===== config.mk =====
export PLATFORM = sky130hd
export DESIGN_NAME = tuner_pll_word_calc_core
export DESIGN_NICKNAME = d
export VERILOG_FILES = /design/src/hdl/twc_pkg.sv /design/src/hdl/twc_band_sel.sv /design/src/hdl/twc_round_div.sv /design/src/hdl/tuner_pll_word_calc_core.sv
export SDC_FILE = /design/constraint.sdc
export NUM_CORES = 2
export LEC_CHECK = 0
export BUFFER_PORTS_ARGS = -buffer_cell sky130_fd_sc_hd__buf_2
export CELL_PAD_IN_SITES_DETAIL_PLACEMENT = 0
export CELL_PAD_IN_SITES_GLOBAL_PLACEMENT = 2
export CORE_MARGIN = 2
export CORE_UTILIZATION = 30
export CTS_CLUSTER_DIAMETER = 80
export CTS_CLUSTER_SIZE = 25
export DETAILED_ROUTE_END_ITERATION = 6
export PLACE_DENSITY_LB_ADDON = 0.1
export SETUP_SLACK_MARGIN = 0.4
export SLEW_MARGIN = 5
export SYNTH_ARGS = -nofsm -noshare
export SYNTH_HDL_FRONTEND = slang
export SYNTH_HIERARCHICAL = 1
export SYNTH_SLANG_ARGS = --single-unit

===== constraint.sdc =====
create_clock -name clk -period 21.1 [get_ports clk]
set_input_delay 2.11 -clock clk [delete_from_list [all_inputs] [get_ports clk]]
set_output_delay 2.11 -clock clk [all_outputs]
set_load 0.01 [all_outputs]

===== src/hdl/twc_pkg.sv =====
// Shared types, band tables and divider constants for the tuner PLL word calculator.
`timescale 1ns / 1ps

package twc_pkg;

	// Configuration register indexes.
	localparam logic [1:0] REG_CLOCK_MODE = 2'd0;
	localparam logic [1:0] REG_FN_MIN     = 2'd1;
	localparam logic [1:0] REG_IQ_CAL     = 2'd2;

	// Field widths.
	localparam int FREQ_W = 21;
	localparam int BW_W   = 24;
	localparam int CFG_W  = 21;
	localparam int ACC_W  = 25;
	localparam int DIVN_W = 21;
	localparam int QUO_W  = 15;

	// Clock mode codes.
	localparam logic MODE_XTAL_2000 = 1'b0;
	localparam logic MODE_XTAL_640  = 1'b1;

	// Half crystal values used for round-half-up.
	localparam logic [ACC_W-1:0] HALF_2000 = 25'd1000;
	localparam logic [ACC_W-1:0] HALF_640  = 25'd320;

	// Crystal 2000 = 16 * 125 and 640 = 128 * 5; the odd factor is divided by reciprocal.
	localparam int RECIP_SHIFT = 27;
	localparam logic [24:0] RECIP_125 = 25'd1073741;
	localparam logic [24:0] RECIP_5   = 25'd26843545;
	localparam logic [6:0] ODD_125 = 7'd125;
	localparam logic [6:0] ODD_5   = 7'd5;

	// Bandwidth requests and codes.
	localparam logic [BW_W-1:0] BW_5MHZ = 24'd5000000;
	localparam logic [BW_W-1:0] BW_6MHZ = 24'd6000000;
	localparam logic [BW_W-1:0] BW_7MHZ = 24'd7000000;
	localparam logic [2:0] BW_CODE_5 = 3'd0;
	localparam logic [2:0] BW_CODE_6 = 3'd2;
	localparam logic [2:0] BW_CODE_7 = 3'd4;
	localparam logic [2:0] BW_CODE_8 = 3'd6;

	localparam logic [7:0] BAND_CTRL_BASE = 8'ha0;
	localparam logic [7:0] IQ_NEG_LIMIT   = 8'h20;
	localparam logic [15:0] IQ_NEG_BASE   = 16'h0040;

	// LNA band edges: band k+1 covers (edge k, edge k+1].
	localparam logic [FREQ_W-1:0] LNA_EDGE [8] = '{
		21'd440000, 21'd484000, 21'd533000, 21'd587000,
		21'd645000, 21'd710000, 21'd782000, 21'd860000
	};
	localparam logic [FREQ_W-1:0] VHF_LOW   = 21'd51000;
	localparam logic [FREQ_W-1:0] LBAND_LO0 = 21'd1450000;
	localparam logic [FREQ_W-1:0] LBAND_HI0 = 21'd1492000;
	localparam logic [FREQ_W-1:0] LBAND_LO1 = 21'd1660000;
	localparam logic [FREQ_W-1:0] LBAND_HI1 = 21'd1685000;

	// Divider band edges: band k covers (edge k, edge k+1].
	localparam logic [FREQ_W-1:0] DIV_EDGE [7] = '{
		21'd53000, 21'd74000, 21'd111000, 21'd148000,
		21'd222000, 21'd296000, 21'd445000
	};
	localparam logic [5:0] DIV_VALUE [6] = '{6'd48, 6'd32, 6'd24, 6'd16, 6'd12, 6'd8};
	localparam logic [FREQ_W-1:0] DIV4_TOP  = 21'd950000;
	localparam logic [FREQ_W-1:0] DIV2_LOW  = 21'd1450000;
	localparam logic [FREQ_W-1:0] DIV2_TOP  = 21'd1680000;

	// Band decision for one item.
	typedef struct packed {
		logic       ok;
		logic       lband;
		logic [2:0] lna;
		logic [2:0] bw;
		logic [5:0] ndiv;
		logic [2:0] idx;
	} twc_band_t;

endpackage


===== src/hdl/twc_band_sel.sv =====
// Band, divider and bandwidth code selection from the requested frequency.
`timescale 1ns / 1ps

module twc_band_sel (
	input  logic [twc_pkg::FREQ_W-1:0] frequency_khz,
	input  logic [twc_pkg::BW_W-1:0]   chan_bw_hz,
	input  logic [twc_pkg::CFG_W-1:0]  fn_min_khz,
	output twc_pkg::twc_band_t         band
);
	import twc_pkg::*;

	logic lna_ok;
	logic div_ok;
	logic lband;
	logic [2:0] lna;
	logic [5:0] ndiv;
	logic [2:0] idx;

	// LNA band lookup; the ranges do not overlap.
	always_comb begin
		lna_ok = 1'b0;
		lband  = 1'b0;
		lna    = 3'd0;
		if (frequency_khz >= VHF_LOW && frequency_khz <= LNA_EDGE[0]) begin
			lna_ok = 1'b1;
		end
		for (int k = 0; k < 7; k++) begin
			if (frequency_khz > LNA_EDGE[k] && frequency_khz <= LNA_EDGE[k+1]) begin
				lna_ok = 1'b1;
				lband  = 1'b1;
				lna    = 3'(k + 1);
			end
		end
		if (frequency_khz > LBAND_LO0 && frequency_khz <= LBAND_HI0) begin
			lna_ok = 1'b1;
			lband  = 1'b1;
			lna    = 3'd0;
		end
		if (frequency_khz > LBAND_LO1 && frequency_khz <= LBAND_HI1) begin
			lna_ok = 1'b1;
			lband  = 1'b1;
			lna    = 3'd1;
		end
	end

	// Divider band lookup; the fixed bands win over the configured split.
	always_comb begin
		div_ok = 1'b0;
		ndiv   = 6'd0;
		idx    = 3'd0;
		for (int k = 0; k < 6; k++) begin
			if (frequency_khz > DIV_EDGE[k] && frequency_khz <= DIV_EDGE[k+1]) begin
				div_ok = 1'b1;
				ndiv   = DIV_VALUE[k];
				idx    = 3'(k);
			end
		end
		if (!div_ok) begin
			if (frequency_khz > DIV_EDGE[6] && frequency_khz <= fn_min_khz) begin
				div_ok = 1'b1;
				ndiv   = 6'd6;
				idx    = 3'd6;
			end else if (frequency_khz > fn_min_khz && frequency_khz <= DIV4_TOP) begin
				div_ok = 1'b1;
				ndiv   = 6'd4;
				idx    = 3'd7;
			end else if (frequency_khz > DIV2_LOW && frequency_khz <= DIV2_TOP) begin
				div_ok = 1'b1;
				ndiv   = 6'd2;
				idx    = 3'd0;
			end
		end
	end

	// Pack the decision; unknown bandwidths take the 8 MHz code.
	always_comb begin
		band.ok    = lna_ok && div_ok;
		band.lband = lband;
		band.lna   = lna;
		band.ndiv  = ndiv;
		band.idx   = idx;
		if (chan_bw_hz == BW_5MHZ) begin
			band.bw = BW_CODE_5;
		end else if (chan_bw_hz == BW_6MHZ) begin
			band.bw = BW_CODE_6;
		end else if (chan_bw_hz == BW_7MHZ) begin
			band.bw = BW_CODE_7;
		end else begin
			band.bw = BW_CODE_8;
		end
	end

endmodule


===== src/hdl/twc_round_div.sv =====
// Two-stage division by the crystal value through a reciprocal and one correction step.
`timescale 1ns / 1ps

module twc_round_div (
	input  logic                       clk,
	input  logic                       arst_n,
	input  logic                       en,
	input  logic                       mode,
	input  logic [twc_pkg::ACC_W-1:0]  acc,
	output logic [twc_pkg::QUO_W-1:0]  quo_s4
);
	import twc_pkg::*;

	logic [DIVN_W-1:0] num_c;
	logic [24:0]       recip_c;
	logic [45:0]       prod_c;
	logic [DIVN_W-1:0] num_s3;
	logic [QUO_W-1:0]  est_s3;
	logic              mode_s3;
	logic [6:0]        odd_c;
	logic [21:0]       back_c;
	logic [21:0]       rem_c;

	// Strip the power-of-two factor and pick the reciprocal of the odd factor.
	always_comb begin
		if (mode == MODE_XTAL_2000) begin
			num_c   = DIVN_W'(acc >> 4);
			recip_c = RECIP_125;
		end else begin
			num_c   = DIVN_W'(acc >> 7);
			recip_c = RECIP_5;
		end
		prod_c = {25'd0, num_c} * {21'd0, recip_c};
	end

	// Stage 3: quotient estimate, low by at most one.
	always_ff @(posedge clk or negedge arst_n) begin
		if (!arst_n) begin
			mode_s3 <= MODE_XTAL_640;
		end else if (en) begin
			mode_s3 <= mode;
		end
	end

	always_ff @(posedge clk) begin
		if (en) begin
			num_s3 <= num_c;
			est_s3 <= prod_c[RECIP_SHIFT+QUO_W-1:RECIP_SHIFT];
		end
	end

	// Remainder check and increment.
	always_comb begin
		odd_c  = (mode_s3 == MODE_XTAL_2000) ? ODD_125 : ODD_5;
		back_c = {7'd0, est_s3} * {15'd0, odd_c};
		rem_c  = {1'd0, num_s3} - back_c;
	end

	// Stage 4: corrected quotient.
	always_ff @(posedge clk) begin
		if (en) begin
			quo_s4 <= est_s3 + QUO_W'(rem_c >= {15'd0, odd_c});
		end
	end

endmodule


===== src/hdl/tuner_pll_word_calc_core.sv =====
// Top level of the tuner PLL word calculator: configuration, pipeline and result register.
//
//  channel | handshake            | payload
//  --------+----------------------+------------------------------------------------
//  cfg     | cfg_we               | cfg_index, cfg_data
//  in      | in_valid / in_ready  | frequency_khz, chan_bw_hz
//  out     | out_valid / out_ready| valid_res, lna_index, bw_code, band_ctrl,
//          |                      | high_word, low_word
//
// Five register stages: band select, product and IQ offset, reciprocal multiply,
// quotient correction, word assembly. One item enters per cycle unless the pipeline holds.
// When the result register is full and not taken, the whole pipeline holds in place.
// Reset clears the valid bits and sets the configuration to its reset values.
`timescale 1ns / 1ps

module tuner_pll_word_calc_core (
	input  logic                       clk,
	input  logic                       arst_n,
	input  logic                       cfg_we,
	input  logic [1:0]                 cfg_index,
	input  logic [twc_pkg::CFG_W-1:0]  cfg_data,
	input  logic                       in_valid,
	output logic                       in_ready,
	input  logic [twc_pkg::FREQ_W-1:0] frequency_khz,
	input  logic [twc_pkg::BW_W-1:0]   chan_bw_hz,
	output logic                       out_valid,
	input  logic                       out_ready,
	output logic                       valid_res,
	output logic [2:0]                 lna_index,
	output logic [2:0]                 bw_code,
	output logic [7:0]                 band_ctrl,
	output logic [15:0]                high_word,
	output logic [15:0]                low_word
);
	import twc_pkg::*;

	logic              clock_mode_q;
	logic [CFG_W-1:0]  fn_min_khz_q;
	logic [7:0]        iq_cal_value_q;

	logic              en;
	logic              v_s1, v_s2, v_s3, v_s4, v_s5;
	twc_band_t         band_c;
	twc_band_t         band_s1, band_s2, band_s3, band_s4;
	logic [FREQ_W-1:0] freq_s1;
	logic              mode_s2;
	logic [ACC_W-1:0]  acc_s2;
	logic [15:0]       off_s2, off_s3, off_s4;
	logic [QUO_W-1:0]  quo_s4;

	logic [26:0]       prod_c;
	logic [28:0]       sum_c;
	logic [13:0]       iq_m_c;
	logic [15:0]       iq_n_c;
	logic [19:0]       iq_x9_c;
	logic [15:0]       off_c;
	logic [15:0]       word_c;

	// Configuration registers.
	always_ff @(posedge clk or negedge arst_n) begin
		if (!arst_n) begin
			clock_mode_q   <= MODE_XTAL_640;
			fn_min_khz_q   <= '0;
			iq_cal_value_q <= '0;
		end else if (cfg_we) begin
			unique case (cfg_index)
				REG_CLOCK_MODE: clock_mode_q   <= cfg_data[0];
				REG_FN_MIN:     fn_min_khz_q   <= cfg_data;
				REG_IQ_CAL:     iq_cal_value_q <= cfg_data[7:0];
				default: ;
			endcase
		end
	end

	// The pipeline moves whenever the result register is free or being taken.
	assign en       = !v_s5 || out_ready;
	assign in_ready = en;

	// Valid bits travel with the items.
	always_ff @(posedge clk or negedge arst_n) begin
		if (!arst_n) begin
			v_s1 <= 1'b0;
			v_s2 <= 1'b0;
			v_s3 <= 1'b0;
			v_s4 <= 1'b0;
			v_s5 <= 1'b0;
		end else if (en) begin
			v_s1 <= in_valid;
			v_s2 <= v_s1;
			v_s3 <= v_s2;
			v_s4 <= v_s3;
			v_s5 <= v_s4;
		end
	end

	twc_band_sel u_band_sel (
		.frequency_khz (frequency_khz),
		.chan_bw_hz    (chan_bw_hz),
		.fn_min_khz    (fn_min_khz_q),
		.band          (band_c)
	);

	// Stage 1: band decision.
	always_ff @(posedge clk) begin
		if (en) begin
			band_s1 <= band_c;
			freq_s1 <= frequency_khz;
		end
	end

	// Scaled product plus half the crystal, for round-half-up.
	always_comb begin
		prod_c = {6'd0, freq_s1} * {21'd0, band_s1.ndiv};
		if (clock_mode_q == MODE_XTAL_2000) begin
			sum_c = {2'd0, prod_c} + {1'd0, prod_c, 1'b0} + {4'd0, HALF_2000};
		end else begin
			sum_c = {2'd0, prod_c} + {4'd0, HALF_640};
		end
	end

	// IQ calibration offset, negated form for large calibration bytes.
	always_comb begin
		iq_m_c = {6'd0, iq_cal_value_q} * {8'd0, band_s1.ndiv};
		if (iq_cal_value_q < IQ_NEG_LIMIT) begin
			iq_n_c = {2'd0, iq_m_c};
		end else begin
			iq_n_c = IQ_NEG_BASE - {2'd0, iq_m_c};
		end
		iq_x9_c = {4'd0, iq_n_c} * 20'd9;
		if (clock_mode_q == MODE_XTAL_2000) begin
			off_c = {1'b0, iq_x9_c[19:5]};
		end else begin
			off_c = {1'b0, iq_n_c[15:1]};
		end
		if (iq_cal_value_q >= IQ_NEG_LIMIT) begin
			off_c = ~off_c;
		end
	end

	// Stage 2: dividend and offset.
	always_ff @(posedge clk) begin
		if (en) begin
			band_s2 <= band_s1;
			acc_s2  <= sum_c[ACC_W-1:0];
			off_s2  <= off_c;
			mode_s2 <= clock_mode_q;
		end
	end

	// Stages 3 and 4: division by the crystal.
	twc_round_div u_round_div (
		.clk    (clk),
		.arst_n (arst_n),
		.en     (en),
		.mode   (mode_s2),
		.acc    (acc_s2),
		.quo_s4 (quo_s4)
	);

	// Side data follows the divider.
	always_ff @(posedge clk) begin
		if (en) begin
			band_s3 <= band_s2;
			off_s3  <= off_s2;
			band_s4 <= band_s3;
			off_s4  <= off_s3;
		end
	end

	// Word assembly with the divider index at bit 13.
	assign word_c = {1'b0, quo_s4} + {band_s4.idx, 13'd0};

	// Stage 5: result register; an unsupported frequency gives all zeros.
	always_ff @(posedge clk) begin
		if (en) begin
			valid_res <= band_s4.ok;
			if (band_s4.ok) begin
				lna_index <= band_s4.lna;
				bw_code   <= band_s4.bw;
				band_ctrl <= BAND_CTRL_BASE | {4'd0, band_s4.lband, 3'd0};
				low_word  <= word_c;
				high_word <= word_c + off_s4;
			end else begin
				lna_index <= '0;
				bw_code   <= '0;
				band_ctrl <= '0;
				low_word  <= '0;
				high_word <= '0;
			end
		end
	end

	assign out_valid = v_s5;

`ifndef SYNTHESIS
	// A rejected request shows no register values.
	a_invalid_zero: assert property (@(posedge clk) disable iff (!arst_n)
		out_valid && !valid_res |-> high_word == 16'd0 && low_word == 16'd0 &&
			band_ctrl == 8'd0 && lna_index == 3'd0 && bw_code == 3'd0)
		else $error("rejected request carries nonzero fields");

	// A supported request has the fixed control bits and an even bandwidth code.
	a_valid_shape: assert property (@(posedge clk) disable iff (!arst_n)
		out_valid && valid_res |-> band_ctrl[7:4] == 4'ha && band_ctrl[2:0] == 3'd0 &&
			!bw_code[0])
		else $error("malformed control byte or bandwidth code");

	// An accepted item enters the first stage.
	a_enter: assert property (@(posedge clk) disable iff (!arst_n)
		in_valid && in_ready |=> v_s1)
		else $error("accepted item lost at stage one");

	// A held result keeps its words while the pipeline waits.
	a_hold: assert property (@(posedge clk) disable iff (!arst_n)
		v_s5 && !out_ready |=> v_s5 && $stable(low_word) && $stable(high_word) && $stable(v_s4))
		else $error("pipeline moved during a stall");
`endif

endmodule

==> flow_summary_export.csv <==
group,metric,value,unit
run_status,status,"complete, but fails checks",
run_status,failed_checks,"max-capacitance violations, max-slew violations",
worst_setup_path,worstPathArrival,8.89,ns
sta,hold_viol_final,0,
worst_setup_path,startpoint_type,"flip-flop",
global_routing,grt_pass1_wl,149000,um
drt,vias_per_cell,4.64,
run,max_cap_viol_count,1,
sta,final.period_utilization,40.4,%
synthesis,synthesis.area,34200,sq um
floorplanning,ios,122,
drt,antenna_left,0,
cells_and_area,synthToLayoutAreaGrowth,10.1,%
global_routing,grt_pass1_vias,25145,
cells_and_area,multi_input_area,23400,sq um
sta,skew,0.0312,ns
drt,drc,0,
sta,hold-worst-slack,0.420,ns
sta,max_freq,117,MHz
sta,finalSetupViolCount,0,
drt,via_count,23513,
cells_and_area,drive_above_1_share,7.74,%
cts,cts_buffer_depth,3,
cells_and_area,most-common-layout-cells,"687 x inv_1, 425 x ha_1, 421 x fa_1",
global_routing,grt_usage,16.4,%
synthesis,syn_avg_cell_area,9.90,sq um
cts,htree_levels,1,
worst_setup_path,cp_max_fo,26,
sta,max_slew.worst_pin.slew,1.48,ns
cts,tritoncts,"yes",
cells_and_area,final_common_cell,"inv_1",
placement,dp_hpwl,79900,um
drt,wl,95600,um
worst_setup_path,crit_type,"flip-flop to flip-flop",
global_routing,antenna_found_initial,2,
floorplanning,dieArea,117000,sq um
drt,wire_per_inst,18.9,um
synthesis,synth_warnings,6,
sta,rsz0062_at_grt,"no",
cts,insertion_delay,0.63,ns
drt,first_iter_violations,1286,
min_path,min_path_type,"flip-flop to flip-flop",
cells_and_area,stdcell_area,37600,sq um
floorplanning,num_rows,123,
placement,placed_cell_area,36400,sq um
floorplanning,start_util,30.3,%
floorplanning,die_w,341,um
cells_and_area,n_fill_cell,11633,
placement,portBuffers,116,
sta,slew_violations,1,
cts,cts_setup_buffers,0,
floorplanning,fp.coreArea,113000,sq um
sta,finalSetupTns,0,ns
sta,maxSlewHeadroom,-1.38,%
cts,clk_pin_slew,0.09,ns
worst_setup_path,crit_required,21.47,ns
cts,post_cts_resized,0,
global_routing,gr-total-overflow,0,
drt,firstDrtPassIters,5,
sta,post-route-min-period,8.52,ns
cells_and_area,seq_area,7870,sq um
global_routing,grt_max_degree,70,
worst_setup_path,worst_setup_path_end_kind,"flip-flop",
synthesis,synthCells,3449,
placement,gp_congestion,0.912,
cells_and_area,nets,4461,
cts,cts-hold-fix-buffers,0,
cts,cts_sinks,268,
floorplanning,dieHeight,341,um
cts,cts_inserted_buffers,30,
cts,cts_root_buf,"clkbuf_16",
sequential cells by signal, summed over array words and instances (netlist names), 17 cells and up:
signal              cells
acc_s2                 21
freq_s1                21
fn_min_khz_q           21
band_s1                17
u_round_div/num_s3     21
worst max-delay path, cell delays in order, from the launching register on:
cell       delay [ns]
dfstp_2          0.87
nand2b_1         0.20
inv_1            0.11
ha_1             0.31
ha_1             0.31
fa_1             0.54
inv_1            0.06
fa_1             0.50
fa_1             0.54
inv_1            0.04
ha_1             0.37
o2111ai_1        0.22
nand2_1          0.16
a21oi_1          0.05
ha_1             0.29
nand2_1          0.16
a2111oi_0        1.28
or4_1            0.24
nor4_1           0.05
nand4_1          0.11
nand4b_1         0.15
ha_1             0.21
nand2_1          0.09
nor4_1           0.67
and4_1           0.38
nand4_1          0.13
xnor2_1          0.19
area by class of cell:
| type | instances | area share [%] |
|---|---|---|
| Sequential cell | 268 | 20.9 |
| Clock buffer | 30 | 2.00 |
| Antenna cell | 1 | 0.00666 |
| Multi-Input combinational cell | 2428 | 62.2 |
| Timing Repair Buffer | 126 | 1.74 |
| Tap cell | 1500 | 4.99 |
| Clock inverter | 26 | 1.22 |
| Inverter | 688 | 6.89 |
path summary, 6_finish.rpt:
check                                     from                      to  slack (ns)  depth (start not counted)
max                        u_round_div/mode_s3  u_round_div/quo_s4[14]       12.58                         26
min                                band_s3[13]             band_s4[13]        0.42                          0
max reg2reg                u_round_div/mode_s3  u_round_div/quo_s4[14]       12.58                         26
min reg2reg                        band_s3[13]             band_s4[13]        0.42                          0
min in group asynchronous               arst_n               out_valid        1.61                          1
max in group asynchronous               arst_n       iq_cal_value_q[1]       18.89                          1
through the flow:
| stage | cells | setup WS [ns] | utilization (%) |
|---|---|---|---|
| floorplan | 3489 | 12.17 | - |
| global placement | 5010 | 12.73 | 32.3 |
| detailed placement | 5010 | 12.61 | 32.3 |
| CTS | 5066 | 12.57 | 33.4 |
| global route | 5066 | 12.24 | 33.4 |
| finish | 5067 | 12.58 | 33.4 |
metal layers:
layer | routed length [um] | vias to the layer above | GRT usage (%) | part of all wire, %
met2 | 46200 | 380 | 28.1 | 48
met3 | 2940 | 98 | 1.78 | 3.1
met5 | 7 | - | 0 | 0.0073
met4 | 2600 | 2 | 4.82 | 2.7
met1 | 43900 | 11582 | 21.9 | 46
li1 | - | 11451 | - | -
Power is not shown: default switching activity piles up to over one toggle a cycle in this logic, so the estimate is an artifact.
